==> src/sv/itf_pkg.sv <==
// ----------------------------------------------------------------------------
// itf_pkg: shared definitions for the integer text formatter
// Conversion and flag codes, sequencer states, digit unit control and status,
// ASCII constants and the digit-to-character mapping.
// ----------------------------------------------------------------------------
package itf_pkg;

  // sizes
  localparam int MAX_WIDTH_DEFAULT = 63;
  localparam int VALUE_W           = 64;
  localparam int NUM_DIGITS        = 22;
  localparam int DIGITS_W          = NUM_DIGITS * 4;
  localparam int COUNT_W           = $clog2(NUM_DIGITS + 1);
  localparam int BIT_CNT_W         = $clog2(VALUE_W);

  // conversion codes
  localparam logic [2:0] MODE_SDEC = 3'd0;
  localparam logic [2:0] MODE_UDEC = 3'd1;
  localparam logic [2:0] MODE_OCT  = 3'd2;
  localparam logic [2:0] MODE_HEXL = 3'd3;
  localparam logic [2:0] MODE_HEXU = 3'd4;

  // flag codes
  localparam logic [2:0] FLAG_NONE  = 3'd0;
  localparam logic [2:0] FLAG_LEFT  = 3'd1;
  localparam logic [2:0] FLAG_ZERO  = 3'd2;
  localparam logic [2:0] FLAG_PLUS  = 3'd3;
  localparam logic [2:0] FLAG_SPACE = 3'd4;
  localparam logic [2:0] FLAG_ALT   = 3'd5;

  // ascii
  localparam logic [7:0] CH_SPACE = 8'h20;
  localparam logic [7:0] CH_PLUS  = 8'h2b;
  localparam logic [7:0] CH_MINUS = 8'h2d;
  localparam logic [7:0] CH_ZERO  = 8'h30;
  localparam logic [7:0] CH_LOW_A = 8'h61;
  localparam logic [7:0] CH_UP_A  = 8'h41;

  typedef enum logic [1:0] {
    RADIX_DEC,
    RADIX_OCT,
    RADIX_HEX
  } radix_t;

  typedef enum logic [1:0] {
    PAD_NONE,
    PAD_LEFT,
    PAD_ZERO,
    PAD_RIGHT
  } pad_kind_t;

  typedef enum logic [3:0] {
    ST_IDLE,
    ST_LOAD,
    ST_CONV,
    ST_NORM,
    ST_PLAN,
    ST_PADL,
    ST_SIGN,
    ST_PADZ,
    ST_DIGS,
    ST_PADR
  } state_t;

  typedef struct packed {
    logic   load;
    radix_t radix;
    logic   step;
    logic   norm;
    logic   shift;
  } dig_ctrl_t;

  typedef struct packed {
    logic               conv_done;
    logic               norm_done;
    logic [COUNT_W-1:0] count;
    logic [3:0]         digit;
  } dig_stat_t;

  // digit value to ascii, hex letters in either case
  function automatic logic [7:0] digit_char(input logic [3:0] d, input logic upper);
    logic [7:0] c;
    if (d < 4'd10) begin
      c = CH_ZERO + {4'b0, d};
    end else if (upper) begin
      c = CH_UP_A + {4'b0, d} - 8'd10;
    end else begin
      c = CH_LOW_A + {4'b0, d} - 8'd10;
    end
    return c;
  endfunction

endpackage

==> src/sv/itf_digit_unit.sv <==
// ----------------------------------------------------------------------------
// itf_digit_unit: digit register and shared conversion step
// Holds up to 22 digit nibbles. Decimal runs a shift-and-add-3 step once per
// value bit; octal and hex load directly. Leading zeros are shifted away and
// digits leave from the top nibble.
// ----------------------------------------------------------------------------
module itf_digit_unit (
  input  logic                            clk,
  input  itf_pkg::dig_ctrl_t              ctrl,
  input  logic [itf_pkg::VALUE_W-1:0]     mag,
  output itf_pkg::dig_stat_t              stat
);

  logic [itf_pkg::DIGITS_W-1:0]  digits;
  logic [itf_pkg::DIGITS_W-1:0]  load_val;
  logic [itf_pkg::DIGITS_W-1:0]  dabbled;
  logic [itf_pkg::VALUE_W-1:0]   bin;
  logic [itf_pkg::BIT_CNT_W-1:0] bit_cnt;
  logic [itf_pkg::COUNT_W-1:0]   count;
  logic [3:0]                    top;

  assign top = digits[itf_pkg::DIGITS_W-1 -: 4];

  // direct digit split for octal and hex
  always_comb begin
    load_val = '0;
    unique case (ctrl.radix)
      itf_pkg::RADIX_HEX: begin
        for (int i = 0; i < itf_pkg::VALUE_W / 4; i++) begin
          load_val[4*i +: 4] = mag[4*i +: 4];
        end
      end
      itf_pkg::RADIX_OCT: begin
        for (int i = 0; i < itf_pkg::VALUE_W / 3; i++) begin
          load_val[4*i +: 4] = {1'b0, mag[3*i +: 3]};
        end
        load_val[itf_pkg::DIGITS_W-1 -: 4] = {3'b0, mag[itf_pkg::VALUE_W-1]};
      end
      default: begin
        load_val = '0;
      end
    endcase
  end

  // add 3 to every bcd digit of five or more
  always_comb begin
    logic [3:0] nib;
    dabbled = '0;
    for (int i = 0; i < itf_pkg::NUM_DIGITS; i++) begin
      nib = digits[4*i +: 4];
      dabbled[4*i +: 4] = (nib >= 4'd5) ? nib + 4'd3 : nib;
    end
  end

  // digit register
  always_ff @(posedge clk) begin
    if (ctrl.load) begin
      digits  <= load_val;
      bin     <= mag;
      bit_cnt <= '0;
      count   <= itf_pkg::COUNT_W'(itf_pkg::NUM_DIGITS);
    end else if (ctrl.step) begin
      digits  <= {dabbled[itf_pkg::DIGITS_W-2:0], bin[itf_pkg::VALUE_W-1]};
      bin     <= {bin[itf_pkg::VALUE_W-2:0], 1'b0};
      bit_cnt <= bit_cnt + 1'b1;
    end else if ((ctrl.norm && !stat.norm_done) || ctrl.shift) begin
      digits  <= {digits[itf_pkg::DIGITS_W-5:0], 4'b0};
      count   <= count - 1'b1;
    end
  end

  assign stat.conv_done = (bit_cnt == itf_pkg::BIT_CNT_W'(itf_pkg::VALUE_W - 1));
  assign stat.norm_done = (top != 4'd0) || (count == itf_pkg::COUNT_W'(1));
  assign stat.count     = count;
  assign stat.digit     = top;

endmodule

==> src/sv/integer_text_formatter_top.sv <==
// Sequence: accept, load, bit-serial conversion for decimal (skipped for
// octal or hex), dropping up to 21 leading zeros, a planning state, then one
// character per cycle while out_ready is high, passing through empty pad states.
// Requests are taken one at a time, only in idle; each is paced by the bit-serial
// decimal step, the leading-zero shift and the one-character output register.
// Reset: synchronous, clears the sequencer and the output valid.
// ----------------------------------------------------------------------------
// integer_text_formatter_top: integer to ascii text conversion
// Takes one conversion request and streams its characters with padding and
// sign placement, marking the final character.
// ----------------------------------------------------------------------------
module integer_text_formatter_top #(
  parameter int MAX_WIDTH = itf_pkg::MAX_WIDTH_DEFAULT
) (
  input  logic                        clk,
  input  logic                        rst,
  input  logic                        in_valid,
  output logic                        in_ready,
  input  logic [2:0]                  mode,
  input  logic [2:0]                  flag,
  input  logic [5:0]                  width,
  input  logic                        wide,
  input  logic [itf_pkg::VALUE_W-1:0] value,
  output logic                        out_valid,
  input  logic                        out_ready,
  output logic [7:0]                  character,
  output logic                        last
);

  localparam logic [5:0] MaxW = 6'(MAX_WIDTH);

  itf_pkg::state_t    state, state_next;
  itf_pkg::dig_ctrl_t ctrl;
  itf_pkg::dig_stat_t stat;
  itf_pkg::pad_kind_t pad_kind;

  logic [2:0]                  mode_r;
  logic [2:0]                  flag_r;
  logic [5:0]                  w_r;
  logic                        wide_r;
  logic [itf_pkg::VALUE_W-1:0] value_r;

  logic [2:0]                  mode_eff;
  logic [5:0]                  w_eff;
  logic                        signed_mode;
  logic [itf_pkg::VALUE_W-1:0] raw;
  logic                        neg;
  logic [itf_pkg::VALUE_W-1:0] mag;
  itf_pkg::radix_t             radix;

  logic                        upper_r;
  logic                        sign_en;
  logic [7:0]                  sign_char;
  logic [5:0]                  pad_cnt;
  logic [5:0]                  text_len;

  logic                        out_free;
  logic                        pad_active;
  logic                        emit;
  logic                        pad_dec;
  logic [7:0]                  char_next;
  logic                        last_next;

  // request decode
  always_comb begin
    mode_eff    = (mode_r > itf_pkg::MODE_HEXU) ? itf_pkg::MODE_UDEC : mode_r;
    w_eff       = (w_r > MaxW) ? MaxW : w_r;
    signed_mode = (mode_eff == itf_pkg::MODE_SDEC);
    raw         = wide_r ? value_r
                         : {{32{signed_mode & value_r[31]}}, value_r[31:0]};
    neg         = signed_mode & raw[itf_pkg::VALUE_W-1];
    mag         = neg ? (~raw + 1'b1) : raw;
    priority if (mode_eff == itf_pkg::MODE_OCT) begin
      radix = itf_pkg::RADIX_OCT;
    end else if (mode_eff == itf_pkg::MODE_HEXL || mode_eff == itf_pkg::MODE_HEXU) begin
      radix = itf_pkg::RADIX_HEX;
    end else begin
      radix = itf_pkg::RADIX_DEC;
    end
  end

  assign text_len = {1'b0, stat.count} + {5'b0, sign_en};
  assign out_free = !out_valid || out_ready;

  // digit unit
  itf_digit_unit u_digits (
    .clk  (clk),
    .ctrl (ctrl),
    .mag  (mag),
    .stat (stat)
  );

  // state register
  always_ff @(posedge clk) begin
    if (rst) begin
      state <= itf_pkg::ST_IDLE;
    end else begin
      state <= state_next;
    end
  end

  // next state
  always_comb begin
    state_next = state;
    unique case (state)
      itf_pkg::ST_IDLE: begin
        if (in_valid) state_next = itf_pkg::ST_LOAD;
      end
      itf_pkg::ST_LOAD: begin
        state_next = (radix == itf_pkg::RADIX_DEC) ? itf_pkg::ST_CONV : itf_pkg::ST_NORM;
      end
      itf_pkg::ST_CONV: begin
        if (stat.conv_done) state_next = itf_pkg::ST_NORM;
      end
      itf_pkg::ST_NORM: begin
        if (stat.norm_done) state_next = itf_pkg::ST_PLAN;
      end
      itf_pkg::ST_PLAN: begin
        state_next = itf_pkg::ST_PADL;
      end
      itf_pkg::ST_PADL: begin
        if (!(pad_kind == itf_pkg::PAD_LEFT && pad_cnt != 6'd0)) begin
          state_next = itf_pkg::ST_SIGN;
        end else if (out_free && pad_cnt == 6'd1) begin
          state_next = itf_pkg::ST_SIGN;
        end
      end
      itf_pkg::ST_SIGN: begin
        if (!sign_en || out_free) state_next = itf_pkg::ST_PADZ;
      end
      itf_pkg::ST_PADZ: begin
        if (!(pad_kind == itf_pkg::PAD_ZERO && pad_cnt != 6'd0)) begin
          state_next = itf_pkg::ST_DIGS;
        end else if (out_free && pad_cnt == 6'd1) begin
          state_next = itf_pkg::ST_DIGS;
        end
      end
      itf_pkg::ST_DIGS: begin
        if (out_free && stat.count == itf_pkg::COUNT_W'(1)) state_next = itf_pkg::ST_PADR;
      end
      itf_pkg::ST_PADR: begin
        if (!(pad_kind == itf_pkg::PAD_RIGHT && pad_cnt != 6'd0)) begin
          state_next = itf_pkg::ST_IDLE;
        end else if (out_free && pad_cnt == 6'd1) begin
          state_next = itf_pkg::ST_IDLE;
        end
      end
      default: begin
        state_next = itf_pkg::ST_IDLE;
      end
    endcase
  end

  // sequencer outputs
  always_comb begin
    in_ready   = 1'b0;
    ctrl       = '0;
    ctrl.radix = radix;
    pad_active = 1'b0;
    emit       = 1'b0;
    pad_dec    = 1'b0;
    char_next  = itf_pkg::CH_SPACE;
    last_next  = 1'b0;
    unique case (state)
      itf_pkg::ST_IDLE: begin
        in_ready = 1'b1;
      end
      itf_pkg::ST_LOAD: begin
        ctrl.load = 1'b1;
      end
      itf_pkg::ST_CONV: begin
        ctrl.step = 1'b1;
      end
      itf_pkg::ST_NORM: begin
        ctrl.norm = 1'b1;
      end
      itf_pkg::ST_PLAN: begin
        ctrl = '0;
        ctrl.radix = radix;
      end
      itf_pkg::ST_PADL: begin
        pad_active = (pad_kind == itf_pkg::PAD_LEFT) && (pad_cnt != 6'd0);
        emit       = pad_active && out_free;
        pad_dec    = emit;
        char_next  = itf_pkg::CH_SPACE;
      end
      itf_pkg::ST_SIGN: begin
        emit      = sign_en && out_free;
        char_next = sign_char;
      end
      itf_pkg::ST_PADZ: begin
        pad_active = (pad_kind == itf_pkg::PAD_ZERO) && (pad_cnt != 6'd0);
        emit       = pad_active && out_free;
        pad_dec    = emit;
        char_next  = itf_pkg::CH_ZERO;
      end
      itf_pkg::ST_DIGS: begin
        emit       = out_free;
        ctrl.shift = out_free;
        char_next  = itf_pkg::digit_char(stat.digit, upper_r);
        last_next  = (stat.count == itf_pkg::COUNT_W'(1))
                     && !(pad_kind == itf_pkg::PAD_RIGHT && pad_cnt != 6'd0);
      end
      itf_pkg::ST_PADR: begin
        pad_active = (pad_kind == itf_pkg::PAD_RIGHT) && (pad_cnt != 6'd0);
        emit       = pad_active && out_free;
        pad_dec    = emit;
        char_next  = itf_pkg::CH_SPACE;
        last_next  = (pad_cnt == 6'd1);
      end
      default: begin
        in_ready = 1'b0;
      end
    endcase
  end

  // request capture
  always_ff @(posedge clk) begin
    if (in_valid && in_ready) begin
      mode_r  <= mode;
      flag_r  <= flag;
      w_r     <= width;
      wide_r  <= wide;
      value_r <= value;
    end
  end

  // sign and padding plan
  always_ff @(posedge clk) begin
    if (state == itf_pkg::ST_LOAD) begin
      upper_r <= (mode_eff == itf_pkg::MODE_HEXU);
      priority if (neg) begin
        sign_en   <= 1'b1;
        sign_char <= itf_pkg::CH_MINUS;
      end else if (flag_r == itf_pkg::FLAG_PLUS) begin
        sign_en   <= 1'b1;
        sign_char <= itf_pkg::CH_PLUS;
      end else if (flag_r == itf_pkg::FLAG_SPACE && w_eff == 6'd0) begin
        sign_en   <= 1'b1;
        sign_char <= itf_pkg::CH_SPACE;
      end else begin
        sign_en   <= 1'b0;
        sign_char <= itf_pkg::CH_SPACE;
      end
      priority if (w_eff == 6'd0) begin
        pad_kind <= itf_pkg::PAD_NONE;
      end else if (flag_r == itf_pkg::FLAG_NONE || flag_r == itf_pkg::FLAG_SPACE
                   || flag_r == itf_pkg::FLAG_PLUS) begin
        pad_kind <= itf_pkg::PAD_LEFT;
      end else if (flag_r == itf_pkg::FLAG_LEFT) begin
        pad_kind <= itf_pkg::PAD_RIGHT;
      end else if (flag_r == itf_pkg::FLAG_ZERO) begin
        pad_kind <= itf_pkg::PAD_ZERO;
      end else begin
        pad_kind <= itf_pkg::PAD_NONE;
      end
    end
    if (state == itf_pkg::ST_PLAN) begin
      pad_cnt <= (pad_kind != itf_pkg::PAD_NONE && w_eff > text_len) ? w_eff - text_len : 6'd0;
    end else if (pad_dec) begin
      pad_cnt <= pad_cnt - 1'b1;
    end
  end

  // output register
  always_ff @(posedge clk) begin
    if (rst) begin
      out_valid <= 1'b0;
    end else if (emit) begin
      out_valid <= 1'b1;
    end else if (out_ready) begin
      out_valid <= 1'b0;
    end
  end

  always_ff @(posedge clk) begin
    if (emit) begin
      character <= char_next;
      last      <= last_next;
    end
  end

`ifndef SYNTHESIS
  // leading zeros gone before planning, a lone zero digit stays
  a_norm_done: assert property (@(posedge clk) disable iff (rst)
    state == itf_pkg::ST_PLAN |-> (stat.digit != 4'd0 || stat.count == itf_pkg::COUNT_W'(1)))
    else $error("leading zero digit left at planning");

  // digit count within the register
  a_count_range: assert property (@(posedge clk) disable iff (rst)
    state == itf_pkg::ST_PLAN |->
      (stat.count != '0 && stat.count <= itf_pkg::COUNT_W'(itf_pkg::NUM_DIGITS)))
    else $error("digit count out of range");

  // the final character ends the emission
  a_last_ends: assert property (@(posedge clk) disable iff (rst)
    (emit && last_next) |=> (state == itf_pkg::ST_PADR || state == itf_pkg::ST_IDLE))
    else $error("emission continues after final character");

  // no new request while one is in progress
  a_one_request: assert property (@(posedge clk) disable iff (rst)
    (in_valid && in_ready) |=> !in_ready)
    else $error("request taken while busy");

  // padding never exceeds the field width
  a_pad_bound: assert property (@(posedge clk) disable iff (rst)
    state == itf_pkg::ST_PADL |-> pad_cnt <= w_eff)
    else $error("padding beyond field width");
`endif

endmodule
==> config.mk <==
export PLATFORM = sky130hd
export DESIGN_NAME = integer_text_formatter_top
export DESIGN_NICKNAME = d
export VERILOG_FILES = /design/src/sv/itf_pkg.sv /design/src/sv/itf_digit_unit.sv /design/src/sv/integer_text_formatter_top.sv
export SDC_FILE = /design/constraint.sdc
export NUM_CORES = 1
export LEC_CHECK = 0
export BUFFER_PORTS_ARGS = -buffer_cell sky130_fd_sc_hd__buf_4
export CAP_MARGIN = 20
export CORE_ASPECT_RATIO = 1.4
export CORE_MARGIN = 8
export CORE_UTILIZATION = 48
export DETAILED_ROUTE_END_ITERATION = 12
export PLACE_DENSITY = 0.65
export SLEW_MARGIN = 5
export SYNTH_ARGS = -nofsm -noshare
export SYNTH_HDL_FRONTEND = slang
export SYNTH_SLANG_ARGS = --single-unit
==> constraint.sdc <==
create_clock -name clk -period 4.9 [get_ports clk]
set_input_delay 0.98 -clock clk [delete_from_list [all_inputs] [get_ports clk]]
set_output_delay 0.98 -clock clk [all_outputs]
set_load 0.02 [all_outputs]
==> out/results.tsv <==
stage	metric	value	unit
synthesis	syn-num-nets	1700	
synthesis	syn_avg_cell_area	10.1	µm²
clock_tree	tritoncts	yes	
synthesis	synth-warning-count	0	
synthesis	post_synth_instance_area	15700	µm²
critical_path	critPathCaptureType	flip-flop	
layout	postLayoutCellArea	17600	µm²
clock_tree	cts.clk_slew.worst_paths	60	ps
global_route	grt_max_degree	87	
synthesis	yosysSeqAreaShare	49.8	%
drt	final_antenna_net_count	0	
global_route	grt_overflow_total	0	
pwr	irDropWorstVdd	0.407	mV
layout	synthToLayoutAreaGrowth	11.9	%
drt	vias_per_cell	6.12	
die	die_height	230	µm
placement	gp_routability_congestion	0.912	
timing	final_min_period_over_clock_period	70.8	%
global_route	global_route_wire_length_before_repair	66.0	mm
synthesis	yosys.area.top_type_share	47.7	%
clock_tree	holdBufCountCts	0	
placement	port-buffer-count	90	
drt	via_count	12700	
clock_tree	cts-buffers-inserted	27	
timing	setup_violations	0	
timing	worst_max_slew_margin_expressed_relative_to_the_limit	30.8	%
drt	dr.pass1.iters	5	
clock_tree	post_cts_resize_count	0	
layout	fin_cells	2073	
timing	tightest_slew	1020	ps
synthesis	synth-edff-count	250	
clock_tree	total_clock_sinks	266	
critical_path	timing.critical_path.from_type	flip-flop	
timing	max_freq	288	MHz
synthesis	synth.area.top_cells	sky130_fd_sc_hd__edfxtp_1, sky130_fd_sc_hd__o21ai_0, sky130_fd_sc_hd__ha_1	
drt	top_layer_used	met4	
drt	wl_met1	17.5	mm
critical_path	critical_path_class	flip-flop to flip-flop	
placement	place.detailed.hpwl	30.3	mm
synthesis	biggest_area_consumer_among_synthesized_cells	sky130_fd_sc_hd__edfxtp_1	
timing	timing.final.hold_violations	0	
clock_tree	cts-root-to-sink-buffers	3	
die	floorplan.die_area	38900	µm²
clock_tree	clk-insertion-delay-late	570	ps
synthesis	yosys_most_used_dff	sky130_fd_sc_hd__edfxtp_1	
drt	drc_viols	0	
critical_path	worst_path_largest_cell_delay	680	ps
timing	slew_violations	0	
layout	layout_common_cells	sky130_fd_sc_hd__edfxtp_1, sky130_fd_sc_hd__nand2_1, sky130_fd_sc_hd__o21ai_0, sky130_fd_sc_hd__buf_4, sky130_fd_sc_hd__a21oi_1	
timing	grt_setup_unrepaired	no	
clock_tree	post-cts-setup-buffers	0	
status	status	completed	
clock_tree	cts_max_level	1	
global_route	first_global_vias	12200	
die	core_area	32300	µm²
critical_path	worst-r2r-setup-slack	1430	ps
drt	wl_met2	20.8	mm
layout	drive_gt1_share	10.7	%
drt	route.detailed.wl_per_inst	20.4	µm
die	io_pins	92	
clock_tree	ctsRootBufferMaster	sky130_fd_sc_hd__clkbuf_16	
drt	wirelength	42.2	mm
timing	final.setup.tns	0	ps
synthesis	ys_ff_latch	266	
synthesis	synthCells	1559	
placement	placedInstanceArea	16700	µm²
die	die_w	169	µm
pwr	total_leakage_power	6.29	nW
min_path	hold_class	flip-flop to flip-flop	
drt	drt_first_iter_violations	998	
critical_path	critical_path_cell_with_the_highest_stage_delay	sky130_fd_sc_hd__or3_1	
critical_path	timing.critical_path.cells	inv_1 > ha_1 > nor3b_2 > nand4_1 > or3_1 > nor3b_1 > a21oi_1 > nand3b_1	
run	cap_violations	0	
critical_path	worst_ep_arrival_time	3770	ps
layout	net_count_final	1753	
timing	period_minus_slack	3470	ps
drt	dr_wl_met3	2.36	mm
pwr	cellPowerDensity	635	nW/µm²
global_route	global_route.usage.total	21.2	%
global_route	antenna_found_initial	0	
placement	placedCellCount	2021	
critical_path	required	5200	ps
synthesis	postSynth.asyncResetShare	0	%
die	initial_core_util	48.7	%
die	fp-row-count	78	
synthesis	netlist-cell-type-count	84	
timing	finClkSkew	23.1	ps
layout	final_common_cell	sky130_fd_sc_hd__edfxtp_1	
critical_path	critPathMaxFanout	9	
layout	antenna_diode_count	0	
-- power breakdown --
| part | total [mW] | switching (mW) | internal (mW) |
|---|---|---|---|
| Clock | 2.05 | 0.887 | 1.17 |
| Sequential | 4.78 | 0.850 | 3.93 |
| Combinational | 4.35 | 2.71 | 1.63 |
-- area by class of cell --
class | instances | area (µm²)
inverter | 68 | 255
timing repair buffer | 108 | 806
sequential | 266 | 7830
clock inverter | 19 | 171
fill | 2862 | 14700
clock buffer | 31 | 691
multi-input combinational | 1141 | 7300
tap | 440 | 551
-- routing by layer --
layer | vias up | global-route usage (%)
li1 | 5969 | -
met1 | 6158 | 26.1
met2 | 459 | 36.6
met3 | 92 | 2.95
met4 | 0 | 8.87
met5 | - | 0
-- metrics by stage --
step / setup slack, ps / hold WS (ps) / utilization (%) / power [mW]
after floorplan: 868 / 453 / - / 7.86
after global placement: 1210 / 464 / 51.8 / 9.02
after detailed placement: 1160 / 466 / 51.8 / 9.15
after CTS: 1090 / 475 / 54.4 / 11.2
after global routing: 1270 / 507 / 54.5 / 11.9
final: 1430 / 475 / 54.5 / 11.2
-- synthesized netlist by cell type (all sizes together) (14+ instances only) --
cell / number
edfxtp: 250
xor2: 32
nor2b: 14
o221ai: 34
inv: 68
ha: 59
or4: 16
a31oi: 19
nor2: 73
xnor2: 64
a22oi: 32
nor4: 17
a21oi: 101
nor3b: 33
o31ai: 17
o21ai: 171
clkbuf: 74
nor3: 44
or3: 17
dfxtp: 16
nand3: 22
nand2: 193
nand2b: 32
-- registers in the layout, summed over array words and instances, names as in the netlist, 3 cells and up --
register,flops
u_digits.digits,88
u_digits.bin,64
value_r,64
character,7
pad_cnt,6
u_digits.bit_cnt,6
w_r,6
u_digits.count,5
state,4
flag_r,3
mode_r,3
sign_char,3
-- path summary, 6_finish.rpt --
| path | cells past startpoint | end | startpoint |
|---|---|---|---|
| setup / recovery | 8 | u_digits.bin[56]$_DFFE_PN_ | value_r[0]$_DFFE_PP_ |
| hold / removal | 2 | u_digits.bit_cnt[1]$_SDFFE_PP0P_ | u_digits.bit_cnt[1]$_SDFFE_PP0P_ |
| setup reg to reg | 8 | u_digits.bin[56]$_DFFE_PN_ | value_r[0]$_DFFE_PP_ |
| hold reg to reg | 2 | u_digits.bit_cnt[1]$_SDFFE_PP0P_ | u_digits.bit_cnt[1]$_SDFFE_PP0P_ |
-- worst max-delay path: cells and delay by family (launching register included) --
| family | cells | cell delay (ps) |
|---|---|---|
| simple gates | 5 | 2340 |
| flops | 1 | 450 |
| fa+ha+maj | 1 | 160 |
| compound gates | 1 | 140 |
| buf+inv | 1 | 120 |
-- logic make-up after synthesis --
| family | after synthesis | share of synthesized area [%] |
|---|---|---|
| multiplexers | 3 | 0.207 |
| buffers and inverters | 152 | 4.08 |
| flip-flops | 266 | 49.8 |
| XOR/XNOR | 96 | 5.35 |
| AO/OA/AOI/OAI | 469 | 18.9 |
| adder cells (fa/ha/maj) | 60 | 4.82 |
| AND/OR/NAND/NOR | 512 | 16.9 |
| other | 1 | 0.0239 |
No activity file was read; power rests on OpenSTA's default activity.
